`config.mk`:
```
export PLATFORM = sky130hd
export DESIGN_NAME = needle_stepper_positioner_flat
export DESIGN_NICKNAME = d
export VERILOG_FILES = /design/src/rtl/core/nsp_pkg.sv /design/src/rtl/core/nsp_in_if.sv /design/src/rtl/core/nsp_out_if.sv /design/src/rtl/core/nsp_ctrl.sv /design/src/rtl/core/nsp_div.sv /design/src/rtl/core/nsp_dp.sv /design/src/rtl/core/needle_stepper_positioner.sv /design/src/flat_wrapper.sv
export SDC_FILE = /design/constraint.sdc
export NUM_CORES = 2
export LEC_CHECK = 0
export BUFFER_PORTS_ARGS = -buffer_cell sky130_fd_sc_hd__buf_2
export CAP_MARGIN = 25
export CORE_MARGIN = 2
export CORE_UTILIZATION = 65
export CTS_CLUSTER_DIAMETER = 200
export DETAILED_ROUTE_END_ITERATION = 16
export PLACE_DENSITY_LB_ADDON = 0.05
export SYNTH_ARGS = -nofsm -noshare
export SYNTH_HDL_FRONTEND = slang
export SYNTH_HIERARCHICAL = 1
export SYNTH_SLANG_ARGS = --single-unit
```
`constraint.sdc`:
```
create_clock -name i_clk -period 11.1 [get_ports i_clk]
set_clock_uncertainty 0.1 [all_clocks]
set_input_delay 1.665 -clock i_clk [delete_from_list [all_inputs] [get_ports i_clk]]
set_output_delay 1.665 -clock i_clk [all_outputs]
set_load 0.01 [all_outputs]
```
`src/rtl/core/nsp_pkg.sv`:
```
`timescale 1ns / 1ps
// shared widths, reset values, codes and controller/datapath bundles of the needle positioner
package nsp_pkg;

    localparam int unsigned READING_W  = 16;
    localparam int unsigned POS_W      = 16;
    localparam int unsigned PERIOD_W   = 16;
    localparam int unsigned TIME_W     = 16;
    localparam int unsigned DZ_W       = 15;
    localparam int unsigned DIR_W      = 2;
    localparam int unsigned CFG_IDX_W  = 3;
    localparam int unsigned CFG_DATA_W = 16;

    // divider: 32-bit dividend, 16-bit divisor, two quotient bits per cycle
    localparam int unsigned DIV_NUM_W  = 32;
    localparam int unsigned DIV_DEN_W  = 16;
    localparam int unsigned DIV_STEPS  = 2;
    localparam int unsigned DIV_CYC    = DIV_NUM_W / DIV_STEPS;
    localparam int unsigned DIV_CNT_W  = $clog2(DIV_CYC);

    localparam logic [READING_W-1:0]     RST_READING_MIN = 16'h0000;
    localparam logic [READING_W-1:0]     RST_READING_MAX = 16'hFFFF;
    localparam logic signed [POS_W-1:0]  RST_STEPS_AT_MIN = -16'sd256;
    localparam logic signed [POS_W-1:0]  RST_STEPS_AT_MAX = 16'sd256;
    localparam logic [DZ_W-1:0]          RST_DEADZONE = 15'd34;

    localparam logic [DIV_NUM_W-1:0]     PERIOD_NUMER = 32'd1000000;
    localparam logic [PERIOD_W-1:0]      PERIOD_SAT   = 16'hFFFF;

    localparam logic signed [DIR_W-1:0]  DIR_NONE = 2'sb00;
    localparam logic signed [DIR_W-1:0]  DIR_FWD  = 2'sb01;
    localparam logic signed [DIR_W-1:0]  DIR_BWD  = 2'sb11;

    typedef enum logic {
        OP_SET  = 1'b0,
        OP_TICK = 1'b1
    } t_op;

    typedef enum logic [CFG_IDX_W-1:0] {
        CFG_READING_MIN  = 3'd0,
        CFG_READING_MAX  = 3'd1,
        CFG_STEPS_AT_MIN = 3'd2,
        CFG_STEPS_AT_MAX = 3'd3,
        CFG_DEADZONE     = 3'd4
    } t_cfg_idx;

    // at most one command per controller state
    typedef struct packed {
        logic load_in;
        logic tick;
        logic map;
        logic mul;
        logic div1_start;
        logic tgt;
        logic div2_start;
        logic commit;
        logic push;
    } t_cmd;

    typedef struct packed {
        logic op_tick;
        logic eq_lim;
        logic div_done;
    } t_sts;

endpackage

```
`src/rtl/core/nsp_in_if.sv`:
```
`timescale 1ns / 1ps
// input channel: valid/ready with op, reading and timer value
interface nsp_in_if;
    logic                             valid;
    logic                             ready;
    logic                             op;
    logic [nsp_pkg::READING_W-1:0]    reading;
    logic [nsp_pkg::TIME_W-1:0]       now_us;

    modport source (output valid, output op, output reading, output now_us, input ready);
    modport sink   (input valid, input op, input reading, input now_us, output ready);
endinterface

```
`src/rtl/core/nsp_out_if.sv`:
```
`timescale 1ns / 1ps
// result channel: valid/ready with step, motor state, period and position
interface nsp_out_if;
    logic                               valid;
    logic                               ready;
    logic signed [nsp_pkg::DIR_W-1:0]   step_dir;
    logic                               motor_on;
    logic [nsp_pkg::PERIOD_W-1:0]       step_period;
    logic signed [nsp_pkg::POS_W-1:0]   needle_pos;

    modport source (output valid, output step_dir, output motor_on, output step_period,
                    output needle_pos, input ready);
    modport sink   (input valid, input step_dir, input motor_on, input step_period,
                    input needle_pos, output ready);
endinterface

```
`src/rtl/core/nsp_ctrl.sv`:
```
`timescale 1ns / 1ps
// controller state machine: sequences the datapath and owns the handshakes
module nsp_ctrl (
    input  logic           i_clk,
    input  logic           i_rst_n,
    input  logic           i_in_valid,
    output logic           o_in_ready,
    output logic           o_out_valid,
    input  logic           i_out_ready,
    output nsp_pkg::t_cmd  o_cmd,
    input  nsp_pkg::t_sts  i_sts
);

    typedef enum logic [10:0] {
        S_IDLE   = 11'b000_0000_0001,
        S_TICK   = 11'b000_0000_0010,
        S_MAP    = 11'b000_0000_0100,
        S_MUL    = 11'b000_0000_1000,
        S_DV1S   = 11'b000_0001_0000,
        S_DV1W   = 11'b000_0010_0000,
        S_TGT    = 11'b000_0100_0000,
        S_DV2S   = 11'b000_1000_0000,
        S_DV2W   = 11'b001_0000_0000,
        S_COMMIT = 11'b010_0000_0000,
        S_PUSH   = 11'b100_0000_0000
    } t_state;

    t_state r_state, n_state;
    logic   r_out_valid, n_out_valid;

    always_comb begin
        n_state = r_state;
        o_cmd   = '0;
        unique case (r_state)
            S_IDLE: begin
                if (i_in_valid) begin
                    o_cmd.load_in = 1'b1;
                    n_state = i_sts.op_tick ? S_TICK : S_MAP;
                end
            end
            S_TICK: begin
                o_cmd.tick = 1'b1;
                n_state = S_PUSH;
            end
            S_MAP: begin
                o_cmd.map = 1'b1;
                n_state = S_MUL;
            end
            S_MUL: begin
                o_cmd.mul = 1'b1;
                // equal limits: target is the low end, no map division
                n_state = i_sts.eq_lim ? S_TGT : S_DV1S;
            end
            S_DV1S: begin
                o_cmd.div1_start = 1'b1;
                n_state = S_DV1W;
            end
            S_DV1W: begin
                if (i_sts.div_done) begin
                    n_state = S_TGT;
                end
            end
            S_TGT: begin
                o_cmd.tgt = 1'b1;
                n_state = S_DV2S;
            end
            S_DV2S: begin
                o_cmd.div2_start = 1'b1;
                n_state = S_DV2W;
            end
            S_DV2W: begin
                if (i_sts.div_done) begin
                    n_state = S_COMMIT;
                end
            end
            S_COMMIT: begin
                o_cmd.commit = 1'b1;
                n_state = S_PUSH;
            end
            S_PUSH: begin
                if (!r_out_valid || i_out_ready) begin
                    o_cmd.push = 1'b1;
                    n_state = S_IDLE;
                end
            end
            default: n_state = S_IDLE;
        endcase
    end

    always_comb begin
        if (o_cmd.push) begin
            n_out_valid = 1'b1;
        end else if (i_out_ready) begin
            n_out_valid = 1'b0;
        end else begin
            n_out_valid = r_out_valid;
        end
    end

    always_ff @(posedge i_clk) begin
        if (!i_rst_n) begin
            r_state     <= S_IDLE;
            r_out_valid <= 1'b0;
        end else begin
            r_state     <= n_state;
            r_out_valid <= n_out_valid;
        end
    end

    assign o_in_ready  = (r_state == S_IDLE);
    assign o_out_valid = r_out_valid;

endmodule

```
`src/rtl/core/nsp_div.sv`:
```
`timescale 1ns / 1ps
// unsigned restoring divider, two quotient bits per cycle
module nsp_div (
    input  logic                             i_clk,
    input  logic                             i_rst_n,
    input  logic                             i_start,
    input  logic [nsp_pkg::DIV_NUM_W-1:0]    i_num,
    input  logic [nsp_pkg::DIV_DEN_W-1:0]    i_den,
    output logic [nsp_pkg::DIV_NUM_W-1:0]    o_quo,
    output logic                             o_done
);

    localparam int unsigned NW    = nsp_pkg::DIV_NUM_W;
    localparam int unsigned DW    = nsp_pkg::DIV_DEN_W;
    localparam int unsigned AW    = NW + DW;
    localparam int unsigned CW    = nsp_pkg::DIV_CNT_W;
    localparam logic [CW-1:0] CNT_LAST = CW'(nsp_pkg::DIV_CYC - 1);

    // remainder in the top bits, dividend shifting out / quotient shifting in below
    logic [AW-1:0] r_acc, n_acc;
    logic [DW-1:0] r_den;
    logic [CW-1:0] r_cnt;
    logic          r_busy;
    logic          r_done;

    function automatic logic [AW-1:0] div_step(input logic [AW-1:0] acc,
                                               input logic [DW-1:0] den);
        logic [DW:0]   trial;
        logic          ge;
        logic [DW-1:0] rem;
        trial = {acc[AW-1:NW], acc[NW-1]};
        ge    = (trial >= {1'b0, den});
        rem   = ge ? DW'(trial - {1'b0, den}) : trial[DW-1:0];
        return {rem, acc[NW-2:0], ge};
    endfunction

    always_comb begin
        n_acc = r_acc;
        for (int k = 0; k < nsp_pkg::DIV_STEPS; k++) begin
            n_acc = div_step(n_acc, r_den);
        end
    end

    always_ff @(posedge i_clk) begin
        if (!i_rst_n) begin
            r_busy <= 1'b0;
            r_done <= 1'b0;
            r_cnt  <= '0;
        end else begin
            r_done <= 1'b0;
            if (i_start) begin
                r_busy <= 1'b1;
                r_cnt  <= '0;
            end else if (r_busy) begin
                r_cnt <= r_cnt + 1'b1;
                if (r_cnt == CNT_LAST) begin
                    r_busy <= 1'b0;
                    r_done <= 1'b1;
                end
            end
        end
    end

    always_ff @(posedge i_clk) begin
        if (i_start) begin
            r_acc <= {{DW{1'b0}}, i_num};
            r_den <= i_den;
        end else if (r_busy) begin
            r_acc <= n_acc;
        end
    end

    assign o_quo  = r_acc[NW-1:0];
    assign o_done = r_done;

endmodule

```
`src/rtl/core/nsp_dp.sv`:
```
`timescale 1ns / 1ps
// datapath: configuration, needle state, reading map, period and stepping
module nsp_dp (
    input  logic                                 i_clk,
    input  logic                                 i_rst_n,
    input  logic                                 i_cfg_wr_en,
    input  logic [nsp_pkg::CFG_IDX_W-1:0]        i_cfg_index,
    input  logic [nsp_pkg::CFG_DATA_W-1:0]       i_cfg_wdata,
    input  logic                                 i_op,
    input  logic [nsp_pkg::READING_W-1:0]        i_reading,
    input  logic [nsp_pkg::TIME_W-1:0]           i_now_us,
    input  nsp_pkg::t_cmd                        i_cmd,
    output nsp_pkg::t_sts                        o_sts,
    output logic signed [nsp_pkg::DIR_W-1:0]     o_step_dir,
    output logic                                 o_motor_on,
    output logic [nsp_pkg::PERIOD_W-1:0]         o_step_period,
    output logic signed [nsp_pkg::POS_W-1:0]     o_needle_pos
);

    localparam int unsigned RW = nsp_pkg::READING_W;
    localparam int unsigned PW = nsp_pkg::POS_W;

    // configuration
    logic [RW-1:0]              r_rd_min, r_rd_max;
    logic signed [PW-1:0]       r_st_min, r_st_max;
    logic [nsp_pkg::DZ_W-1:0]   r_dz;

    // needle state
    logic signed [PW-1:0]               r_pos, r_tgt;
    logic [nsp_pkg::PERIOD_W-1:0]       r_period;
    logic [nsp_pkg::TIME_W-1:0]         r_last;
    logic                               r_en;

    // item and intermediates
    logic                               r_op;
    logic [RW-1:0]                      r_reading;
    logic [nsp_pkg::TIME_W-1:0]         r_now;
    logic signed [nsp_pkg::DIR_W-1:0]   r_dir;
    logic [RW-1:0]                      r_amag, r_smag, r_dmag;
    logic                               r_nsign, r_eq;
    logic [nsp_pkg::DIV_NUM_W-1:0]      r_prod;
    logic signed [PW-1:0]               r_nt;
    logic [PW-1:0]                      r_dist;

    // result register
    logic signed [nsp_pkg::DIR_W-1:0]   r_o_dir;
    logic                               r_o_en;
    logic [nsp_pkg::PERIOD_W-1:0]       r_o_period;
    logic signed [PW-1:0]               r_o_pos;

    function automatic logic [RW-1:0] mag17(input logic [RW:0] v);
        return v[RW] ? RW'(-v) : v[RW-1:0];
    endfunction

    // clamp and linear map operands
    logic [RW-1:0] w_x;
    logic [RW:0]   w_a, w_den, w_span;

    always_comb begin
        if (r_reading < r_rd_min) begin
            w_x = r_rd_min;
        end else if (r_reading > r_rd_max) begin
            w_x = r_rd_max;
        end else begin
            w_x = r_reading;
        end
        w_a    = {1'b0, w_x} - {1'b0, r_rd_min};
        w_den  = {1'b0, r_rd_max} - {1'b0, r_rd_min};
        w_span = {r_st_max[PW-1], r_st_max} - {r_st_min[PW-1], r_st_min};
    end

    // divider shared by the map quotient and the step period
    logic                               w_div_start;
    logic [nsp_pkg::DIV_NUM_W-1:0]      w_div_num, w_quo;
    logic [nsp_pkg::DIV_DEN_W-1:0]      w_div_den;
    logic                               w_div_done;

    assign w_div_start = i_cmd.div1_start | i_cmd.div2_start;
    assign w_div_num   = i_cmd.div1_start ? r_prod : nsp_pkg::PERIOD_NUMER;
    assign w_div_den   = i_cmd.div1_start ? r_dmag : r_dist;

    nsp_div u_div (
        .i_clk   (i_clk),
        .i_rst_n (i_rst_n),
        .i_start (w_div_start),
        .i_num   (w_div_num),
        .i_den   (w_div_den),
        .o_quo   (w_quo),
        .o_done  (w_div_done)
    );

    // new target and distance from the current position
    logic [PW-1:0]        w_qmag, w_q;
    logic signed [PW-1:0] w_nt;
    logic [PW:0]          w_d;

    always_comb begin
        w_qmag = r_eq ? '0 : w_quo[PW-1:0];
        w_q    = r_nsign ? PW'(-w_qmag) : w_qmag;
        w_nt   = $signed(PW'(w_q + r_st_min));
        w_d    = {w_nt[PW-1], w_nt} - {r_pos[PW-1], r_pos};
    end

    // period and acceptance
    logic                           w_accept;
    logic [nsp_pkg::PERIOD_W-1:0]   w_period;

    always_comb begin
        w_accept = (r_dist >= {1'b0, r_dz});
        if (r_dist == '0 || (|w_quo[nsp_pkg::DIV_NUM_W-1:nsp_pkg::PERIOD_W])) begin
            w_period = nsp_pkg::PERIOD_SAT;
        end else begin
            w_period = w_quo[nsp_pkg::PERIOD_W-1:0];
        end
    end

    // tick step decision
    logic [nsp_pkg::TIME_W-1:0] w_elapsed;
    logic                       w_step;
    logic                       w_fwd;

    assign w_elapsed = r_now - r_last;
    assign w_step    = r_en && (r_tgt != r_pos) && (w_elapsed >= r_period);
    assign w_fwd     = (r_tgt > r_pos);

    always_ff @(posedge i_clk) begin
        if (!i_rst_n) begin
            r_rd_min <= nsp_pkg::RST_READING_MIN;
            r_rd_max <= nsp_pkg::RST_READING_MAX;
            r_st_min <= nsp_pkg::RST_STEPS_AT_MIN;
            r_st_max <= nsp_pkg::RST_STEPS_AT_MAX;
            r_dz     <= nsp_pkg::RST_DEADZONE;
            r_pos    <= '0;
            r_tgt    <= '0;
            r_period <= '0;
            r_last   <= '0;
            r_en     <= 1'b0;
        end else begin
            if (i_cfg_wr_en) begin
                unique case (i_cfg_index)
                    nsp_pkg::CFG_READING_MIN:  r_rd_min <= i_cfg_wdata[RW-1:0];
                    nsp_pkg::CFG_READING_MAX:  r_rd_max <= i_cfg_wdata[RW-1:0];
                    nsp_pkg::CFG_STEPS_AT_MIN: r_st_min <= $signed(i_cfg_wdata[PW-1:0]);
                    nsp_pkg::CFG_STEPS_AT_MAX: r_st_max <= $signed(i_cfg_wdata[PW-1:0]);
                    nsp_pkg::CFG_DEADZONE:     r_dz <= i_cfg_wdata[nsp_pkg::DZ_W-1:0];
                    default: ;
                endcase
            end
            if (i_cmd.commit) begin
                if (w_accept) begin
                    r_tgt    <= r_nt;
                    r_period <= w_period;
                    r_last   <= r_now;
                    r_en     <= 1'b1;
                end else begin
                    r_en <= 1'b0;
                end
            end
            if (i_cmd.tick && w_step) begin
                r_pos  <= w_fwd ? r_pos + 1'b1 : r_pos - 1'b1;
                r_last <= r_now;
            end
        end
    end

    always_ff @(posedge i_clk) begin
        if (i_cmd.load_in) begin
            r_op      <= i_op;
            r_reading <= i_reading;
            r_now     <= i_now_us;
            r_dir     <= nsp_pkg::DIR_NONE;
        end
        if (i_cmd.tick) begin
            r_dir <= w_step ? (w_fwd ? nsp_pkg::DIR_FWD : nsp_pkg::DIR_BWD)
                            : nsp_pkg::DIR_NONE;
        end
        if (i_cmd.map) begin
            r_amag  <= mag17(w_a);
            r_smag  <= mag17(w_span);
            r_dmag  <= mag17(w_den);
            r_nsign <= w_a[RW] ^ w_span[RW] ^ w_den[RW];
            r_eq    <= (r_rd_min == r_rd_max);
        end
        if (i_cmd.mul) begin
            r_prod <= r_amag * r_smag;
        end
        if (i_cmd.tgt) begin
            r_nt   <= w_nt;
            r_dist <= mag17(w_d);
        end
        if (i_cmd.push) begin
            r_o_dir    <= (r_op == nsp_pkg::OP_TICK) ? r_dir : nsp_pkg::DIR_NONE;
            r_o_en     <= r_en;
            r_o_period <= r_period;
            r_o_pos    <= r_pos;
        end
    end

    assign o_sts.op_tick  = (i_op == nsp_pkg::OP_TICK);
    assign o_sts.eq_lim   = r_eq;
    assign o_sts.div_done = w_div_done;

    assign o_step_dir    = r_o_dir;
    assign o_motor_on    = r_o_en;
    assign o_step_period = r_o_period;
    assign o_needle_pos  = r_o_pos;

endmodule

```
`src/rtl/core/needle_stepper_positioner.sv`:
```
`timescale 1ns / 1ps
// top level of the stepper needle positioner: controller, datapath and channel handshakes
//
//  channel   direction  handshake               payload
//  i_cmd     in         valid / ready           op, reading, now_us
//  o_res     out        valid / ready           step_dir, motor_on, step_period, needle_pos
//  cfg       in         i_cfg_wr_en (no wait)   i_cfg_index, i_cfg_wdata
//
// one item in flight; a tick item passes through the tick and push states before the next ready
// a set-target item makes two passes through the shared divider (two quotient bits
// per cycle) plus map, multiply and commit steps;
// with equal reading limits the first division is skipped
// the result register lets a new item be taken while the last result waits;
// a finished item stalls only if that register is still full
// reset is synchronous and restores the configuration defaults and needle state
module needle_stepper_positioner (
    input  logic                                  i_clk,
    input  logic                                  i_rst_n,
    nsp_in_if.sink                                i_cmd,
    nsp_out_if.source                             o_res,
    input  logic                                  i_cfg_wr_en,
    input  logic [nsp_pkg::CFG_IDX_W-1:0]         i_cfg_index,
    input  logic [nsp_pkg::CFG_DATA_W-1:0]        i_cfg_wdata
);

    // command and status bundles between controller and datapath
    nsp_pkg::t_cmd w_cmd;
    nsp_pkg::t_sts w_sts;

    // controller: sequencing plus input ready and result valid
    nsp_ctrl u_ctrl (
        .i_clk       (i_clk),
        .i_rst_n     (i_rst_n),
        .i_in_valid  (i_cmd.valid),
        .o_in_ready  (i_cmd.ready),
        .o_out_valid (o_res.valid),
        .i_out_ready (o_res.ready),
        .o_cmd       (w_cmd),
        .i_sts       (w_sts)
    );

    // datapath: config registers, needle state, divider and result register
    nsp_dp u_dp (
        .i_clk         (i_clk),
        .i_rst_n       (i_rst_n),
        .i_cfg_wr_en   (i_cfg_wr_en),
        .i_cfg_index   (i_cfg_index),
        .i_cfg_wdata   (i_cfg_wdata),
        .i_op          (i_cmd.op),
        .i_reading     (i_cmd.reading),
        .i_now_us      (i_cmd.now_us),
        .i_cmd         (w_cmd),
        .o_sts         (w_sts),
        .o_step_dir    (o_res.step_dir),
        .o_motor_on    (o_res.motor_on),
        .o_step_period (o_res.step_period),
        .o_needle_pos  (o_res.needle_pos)
    );

`ifndef SYNTHESIS
    // each controller state issues at most one command
    a_cmd_onehot: assert property (@(posedge i_clk) disable iff (!i_rst_n)
        $onehot0(w_cmd))
        else $error("more than one datapath command at once");

    // a result is loaded only when the result register is free or draining
    a_push_free: assert property (@(posedge i_clk) disable iff (!i_rst_n)
        w_cmd.push |-> (!o_res.valid || o_res.ready))
        else $error("result register overwritten");

    // one item at a time: the block is busy right after an input transfer
    a_busy_after_take: assert property (@(posedge i_clk) disable iff (!i_rst_n)
        (i_cmd.valid && i_cmd.ready) |=> !i_cmd.ready)
        else $error("input taken while an item is in flight");

    // a step is only ever reported with the motor enabled
    a_step_needs_motor: assert property (@(posedge i_clk) disable iff (!i_rst_n)
        (o_res.valid && o_res.step_dir != nsp_pkg::DIR_NONE) |-> o_res.motor_on)
        else $error("step reported with motor disabled");
`endif

endmodule
```
`src/flat_wrapper.sv`:
```
// flat-port wrapper written by rule: the top's interface ports become plain ports
module needle_stepper_positioner_flat 
  (i_clk, i_rst_n, i_cfg_wr_en, i_cfg_index, i_cfg_wdata, i_cmd_valid, i_cmd_op, i_cmd_reading, i_cmd_now_us, i_cmd_ready, o_res_valid, o_res_step_dir, o_res_motor_on, o_res_step_period, o_res_needle_pos, o_res_ready);
  nsp_in_if i_cmd_i ();
  nsp_out_if o_res_i ();
  input  logic i_clk;
  input  logic i_rst_n;
  input  logic i_cfg_wr_en;
  input  logic [nsp_pkg::CFG_IDX_W-1:0] i_cfg_index;
  input  logic [nsp_pkg::CFG_DATA_W-1:0] i_cfg_wdata;
  input wire logic [$bits(i_cmd_i.valid)-1:0] i_cmd_valid;
  input wire logic [$bits(i_cmd_i.op)-1:0] i_cmd_op;
  input wire logic [$bits(i_cmd_i.reading)-1:0] i_cmd_reading;
  input wire logic [$bits(i_cmd_i.now_us)-1:0] i_cmd_now_us;
  output wire logic [$bits(i_cmd_i.ready)-1:0] i_cmd_ready;
  output wire logic [$bits(o_res_i.valid)-1:0] o_res_valid;
  output wire logic [$bits(o_res_i.step_dir)-1:0] o_res_step_dir;
  output wire logic [$bits(o_res_i.motor_on)-1:0] o_res_motor_on;
  output wire logic [$bits(o_res_i.step_period)-1:0] o_res_step_period;
  output wire logic [$bits(o_res_i.needle_pos)-1:0] o_res_needle_pos;
  input wire logic [$bits(o_res_i.ready)-1:0] o_res_ready;
  assign i_cmd_i.valid = i_cmd_valid;
  assign i_cmd_i.op = i_cmd_op;
  assign i_cmd_i.reading = i_cmd_reading;
  assign i_cmd_i.now_us = i_cmd_now_us;
  assign i_cmd_ready = i_cmd_i.ready;
  assign o_res_valid = o_res_i.valid;
  assign o_res_step_dir = o_res_i.step_dir;
  assign o_res_motor_on = o_res_i.motor_on;
  assign o_res_step_period = o_res_i.step_period;
  assign o_res_needle_pos = o_res_i.needle_pos;
  assign o_res_i.ready = o_res_ready;
  needle_stepper_positioner u_core (.i_clk(i_clk), .i_rst_n(i_rst_n), .i_cmd(i_cmd_i), .o_res(o_res_i), .i_cfg_wr_en(i_cfg_wr_en), .i_cfg_index(i_cfg_index), .i_cfg_wdata(i_cfg_wdata));
endmodule
```
# Yosys cells after proc, flatten, opt, wreduce, memory -nomap -nowiden
# Index checks and enable logic that the tools add are counted.
# W data, S select, Z words.
# classes
n_addsub	16
multipliers	1
n_lt_le_gt_ge	7
eq_ne	22
muxes	48
bitwise	5
reduce_logical	25
# ops
op	n
$mux W16	16
$pmux W11 S10	1
$mux W32	3
$neg A16 Y16	5
$sub A16 B16 Y17	4
$sub A16 B16 Y16	3
$mux W11	4
$ge A17 B16 Y1	2
$gt A16 B16 Y1	2
$mul A16 B16 Y32	1
$mux W1	18
$add A16 B1 Y16 const B	1
$add A16 B16 Y16	1
$eq A16 B16 Y1	1
$ge A16 B15 Y1	1
$ge A16 B16 Y1	1
$logic_not A16 Y1	1
$lt A16 B16 Y1	1
$ne A16 B16 Y1	1
$reduce_or A16 Y1	1
$sub A16 B1 Y16 const B	1
$reduce_and A2 Y1	7
$eq A11 B1 Y1 const B	1
$eq A11 B10 Y1 const B	1
other kinds (29)	46
# word_totals
ff_bits	410
input_bits	57
out_inout_bits	37
word_cells	158

# Longest topological paths before layout
# logic_depth
word_depth	7
ltp_mapped	27

# By module
# The synthesis kept the hierarchy.
# by_module_without_submodules
module	instances	cells_each	area_per_inst_um2	seq_area_each_um2
nsp_dp	1	3023	28569.9	8408.1
nsp_div	1	469	4832.1	1881.8
nsp_ctrl	1	87	767.0	240.2

# Worst setup path after synthesis
# Ideal clock, no wire load.
# synth_path
path_kind	reg2reg
from	register u_core.u_dp.r_smag[1]
to	register u_core/u_dp/r_prod[31] in the netlist's numbering (data pin)
setup_time_ps	174
arrival_ps	6095
t_required_ps	10826
slack_ps	4731
path_stages_with_launch	24
period_less_slack_ps	6369
cell_sequence	edfxtp_1 > clkbuf_1 > nand2_1 > fa_1 > fa_1 > inv_1 > fa_1 > inv_1 > fa_1 > inv_1 > fa_1 > inv_1 > fa_1 > inv_1 > ha_1 > and4_1 > nand2_1 > or3b_1 > a311o_1 > a21oi_1 > o311ai_1 > a21oi_1 > nor4_1 > a311oi_1
# synth_between
elab_chain_cells	1
# synth_rtl
element	line	source
from (decl)	nsp_dp.sv:39	logic [RW-1:0] r_amag, r_smag, r_dmag;
from (signal assigned)	nsp_dp.sv:179	r_smag <= mag17(w_span);
$mul A16 B16 Y32	nsp_dp.sv:185	r_prod <= r_amag * r_smag;
to (signal assigned)	nsp_dp.sv:185	
to (decl)	nsp_dp.sv:41	logic [nsp_pkg::DIV_NUM_W-1:0] r_prod;
# No other way between the ends.
# A chain may end at the register's enable or synchronous reset.

# Worst setup path in the final report
# layout_path
from	register u_core.u_dp.r_amag[10]
to	register u_core/u_dp/r_prod[31] in the netlist's numbering (data pin)
# layout_between
elab_chain_cells	1
# layout_rtl
element	line	source
from (decl)	nsp_dp.sv:39	
from (signal assigned)	nsp_dp.sv:178	r_amag <= mag17(w_a);
$mul A16 B16 Y32	nsp_dp.sv:185	
# No other way between the ends.

==> results by group <==
Logic synthesis
  • Top post-synthesis cells by count: inv_1 (419), nand2_1 (377), ha_1 (330), edfxtp_1 (232), fa_1 (203)
  • Yosys top cell by area: edfxtp_1
  • Post-synth EDFFs: 232
  • Mapped Avg Cell Area: 9.547 um2
  • Synth Area in Adders: 23.98%
  • Xor/xnor share of the synthesized area: 5.383%
  • Compound-Gate Fraction of Synth Area: 12.74%
  • Async SR Flop Fraction: 0%
  • Synth warn: 6
  • Mux contribution to synthesized area: 4.442%
  • Main combinational cell family by area after synthesis: adder cells
  • Top cell type's share of synthesized area: 20.39%
  • Post-synthesis cell count: 3579
  • Synth cell types: 97
  • Synth top area cells: edfxtp_1 (20%), ha_1 (12%), fa_1 (12%)
  • Mapped Nets: 4169
  • Sequential area share after synthesis: 30.82%
  • Simple-gate share of the synthesized area: 15.88%
  • Top-count cell post-synth: inv_1
  • Dominant synthesized flop cell: edfxtp_1
  • Number of synthesized register bits: 410
  • Mapped cell area: 34170 um2

Setup path
  • Slowest CP cell: edfxtp_1
  • Cells along the critical path: nand2_1, fa_1, fa_1, inv_1, fa_1, inv_1, fa_1, inv_1, fa_1, inv_1, fa_1, inv_1, ha_1, and4_1, nand2_1, or3b_1, a311o_1, a21oi_1, o311ai_1, a21oi_1, nor4_1, a311oi_1
  • Worst Path Buf+Inv: 5
  • Critical Path Source Type: register
  • WS Path Type: register to register
  • Most used cell, CP: fa_1
  • WP data arrival: 7.31 ns
  • Required time of the critical path: 11.43 ns
  • Crit end category: register
  • Delay-heaviest family, CP: adder cells
  • Largest fanout on the critical path: 16
  • Largest stage delay, worst path: 0.74 ns

Die
  • Core Area: 52240 um2
  • Die height: 233.3 um
  • Die area: 54420 um2
  • Site Rows: 84
  • I/O Pins: 94
  • Initial Utilization: 65.41%
  • Die X-Extent: 233.3 um

STA
  • Final period demand of the worst path: 6.977 ns
  • Slew @ Worst Pin: 1.023 ns
  • FMAX: 0.1433 GHz
  • RSZ-0062 raised after global routing: false
  • Final setup viols: 0
  • Max-slew violations: 0
  • Hold Vio Cnt, Final: 0
  • Post-route clock period utilization: 62.86%
  • Slew margin rel.: 31.67%
  • TNS Setup: 0 ns

Pwr
  • Seq pwr share: 28.4%
  • LEAKAGE: 15.34 nW
  • Clock power share: 24.3%
  • Pwr Density: 176.7 nW/um2
  • Power consumption: 6.468 mW
  • Comb power frac: 47.2%
  • Switching share of power: 38.58%
  • Peak supply drop: 0.2793 mV
  • Sw power: 2.495 mW
  • Int Power: 3.973 mW

Place
  • Hpwl dp: 67120 um
  • RePlAce Congestion: 0.9467
  • Inst Count DP: 4224
  • IO buf count: 93
  • Area after DPL: 34970 um2

Global route
  • Number of global-route vias before repair: 25856
  • First-pass GRT wire length: 137100 um
  • Antenna violations before repair: 2
  • Gr ovfl total: 0
  • Pin count of the biggest net entering global routing: 116
  • GRT Total Usage: 32.21%

Clock network
  • Root buf cell: clkbuf_16
  • H-tree levels: 2
  • Max Root-Sink Buffers: 3
  • CTS tree: built
  • Post-CTS Hold Buffers: 0
  • PostCTS Resize Cnt: 0
  • Clk sinks: 410
  • # Post-CTS Setup Buffers: 0
  • Clock latency at the later pin of the worst-skew pair: 0.59 ns
  • Clock slew at reported path FFs: 0.07 ns
  • CTS buffer count: 46

Layout
  • Share of cells above drive strength 1: 8.883%
  • Design area: 36590 um2
  • Ant. Diodes: 0
  • Area added between synthesis and finish: 7.096%
  • Final Net Count: 4178
  • Non-filler cells, final: 4313
  • Most flops, register: u_core/u_dp/u_div/r_acc
  • Fin util: 70.06%
  • Largest registers: u_core/u_dp/u_div/r_acc x48, u_core/u_dp/r_prod x32
  • Max FFs per register: 48

Detailed routing
  • Via count: 25925
  • Drt pass-1 iters: 6
  • Vias per inst: 6.011
  • Total Routed Length: 86850 um
  • 1st-iter DRT viols: 2195
  • Post-route ant nets: 0
  • WL/cell: 20.14 um
  • DRC errors left: 0

Flow run
  • Max-cap viol count: 0

Worst hold path
  • Hold Path Class: register to register

Outcome
  • Status: completed
## worst paths after layout
| path | start | end | slack (ns) | cells after the start |
|---|---|---|---|---|
| max reg2reg | u_core/u_dp/r_amag[10] | u_core/u_dp/r_prod[31] | 4.12 | 22 |
| max | u_core/u_dp/r_amag[10] | u_core/u_dp/r_prod[31] | 4.12 | 22 |
| min | u_core/u_dp/r_st_max[0] | u_core/u_dp/r_st_max[0] | 0.37 | 2 |
| min reg2reg | u_core/u_dp/r_st_max[0] | u_core/u_dp/r_st_max[0] | 0.37 | 2 |
## final cells by class
| class | count | area (um2) |
|---|---|---|
| clock buffer | 53 | 1197 |
| clock inverter | 32 | 371.6 |
| fill | 3931 | 15640 |
| inverter | 420 | 1577 |
| multi-input combinational | 2597 | 21380 |
| sequential | 410 | 10530 |
| tap | 688 | 860.8 |
| timing repair buffer | 113 | 673.1 |
## metal layers
metal	up-vias	global-route usage, %	part of all wire (%)
li1	12274	-	-
met1	12651	43.79	43
met2	839	54.12	47
met3	159	3.711	6.1
met4	2	9.733	3.0
met5	-	0	0.018
## power groups by stage
stage	clock network (mW)	logic [mW]	registers, mW
after floorplan	0	2.26	1.84
after global placement	0	2.92	1.87
after detailed placement	0	3.00	1.87
after CTS	1.59	3.03	1.84
after global routing	1.65	3.40	1.84
final	1.57	3.05	1.84
## through the flow
| stage | hold WS, ns | setup slack (ns) |
|---|---|---|
| floorplan | 0.3223 | 4.731 |
| global placement | 0.3542 | 4.270 |
| detailed placement | 0.3511 | 4.136 |
| CTS | 0.3650 | 4.174 |
| global route | 0.3883 | 3.770 |
| finish | 0.3676 | 4.123 |
## kinds of logic after synthesis
kind of cell	after synthesis
and+or+nand+nor	1073
AOI/OAI and AO/OA	638
buffers and inverters	572
adders and majority gates	533
DFF	410
xor gates and xnor gates	210
muxes	143
## worst reg2reg max path: cells and delay by family, from the launching register on
kind                     cells  cell delay (ns)
AO/OA/AOI/OAI                5             1.36
adder cells (fa/ha/maj)      7             3.40
buffers and inverters        5             0.24
flip-flops                   1             0.74
AND/OR/NAND/NOR              5             1.02
## layout by cell type (no fill, tap or decap), types with 36 or more instances in the layout
cell type,count
a21oi_1,166
fa_1,203
a21boi_0,59
nand2b_1,37
xnor2_1,131
mux2_2,61
nor2b_1,83
xor2_1,79
mux2i_1,80
o21ai_0,88
nand2_1,377
nor3_1,44
a21o_1,59
ha_1,330
clkbuf_16,46
and2_1,157
edfxtp_1,232
nand3_1,45
inv_1,419
nor2_1,160
buf_2,92
dfxtp_1,178
o211ai_1,36
Power figures use the tool's default switching activity.
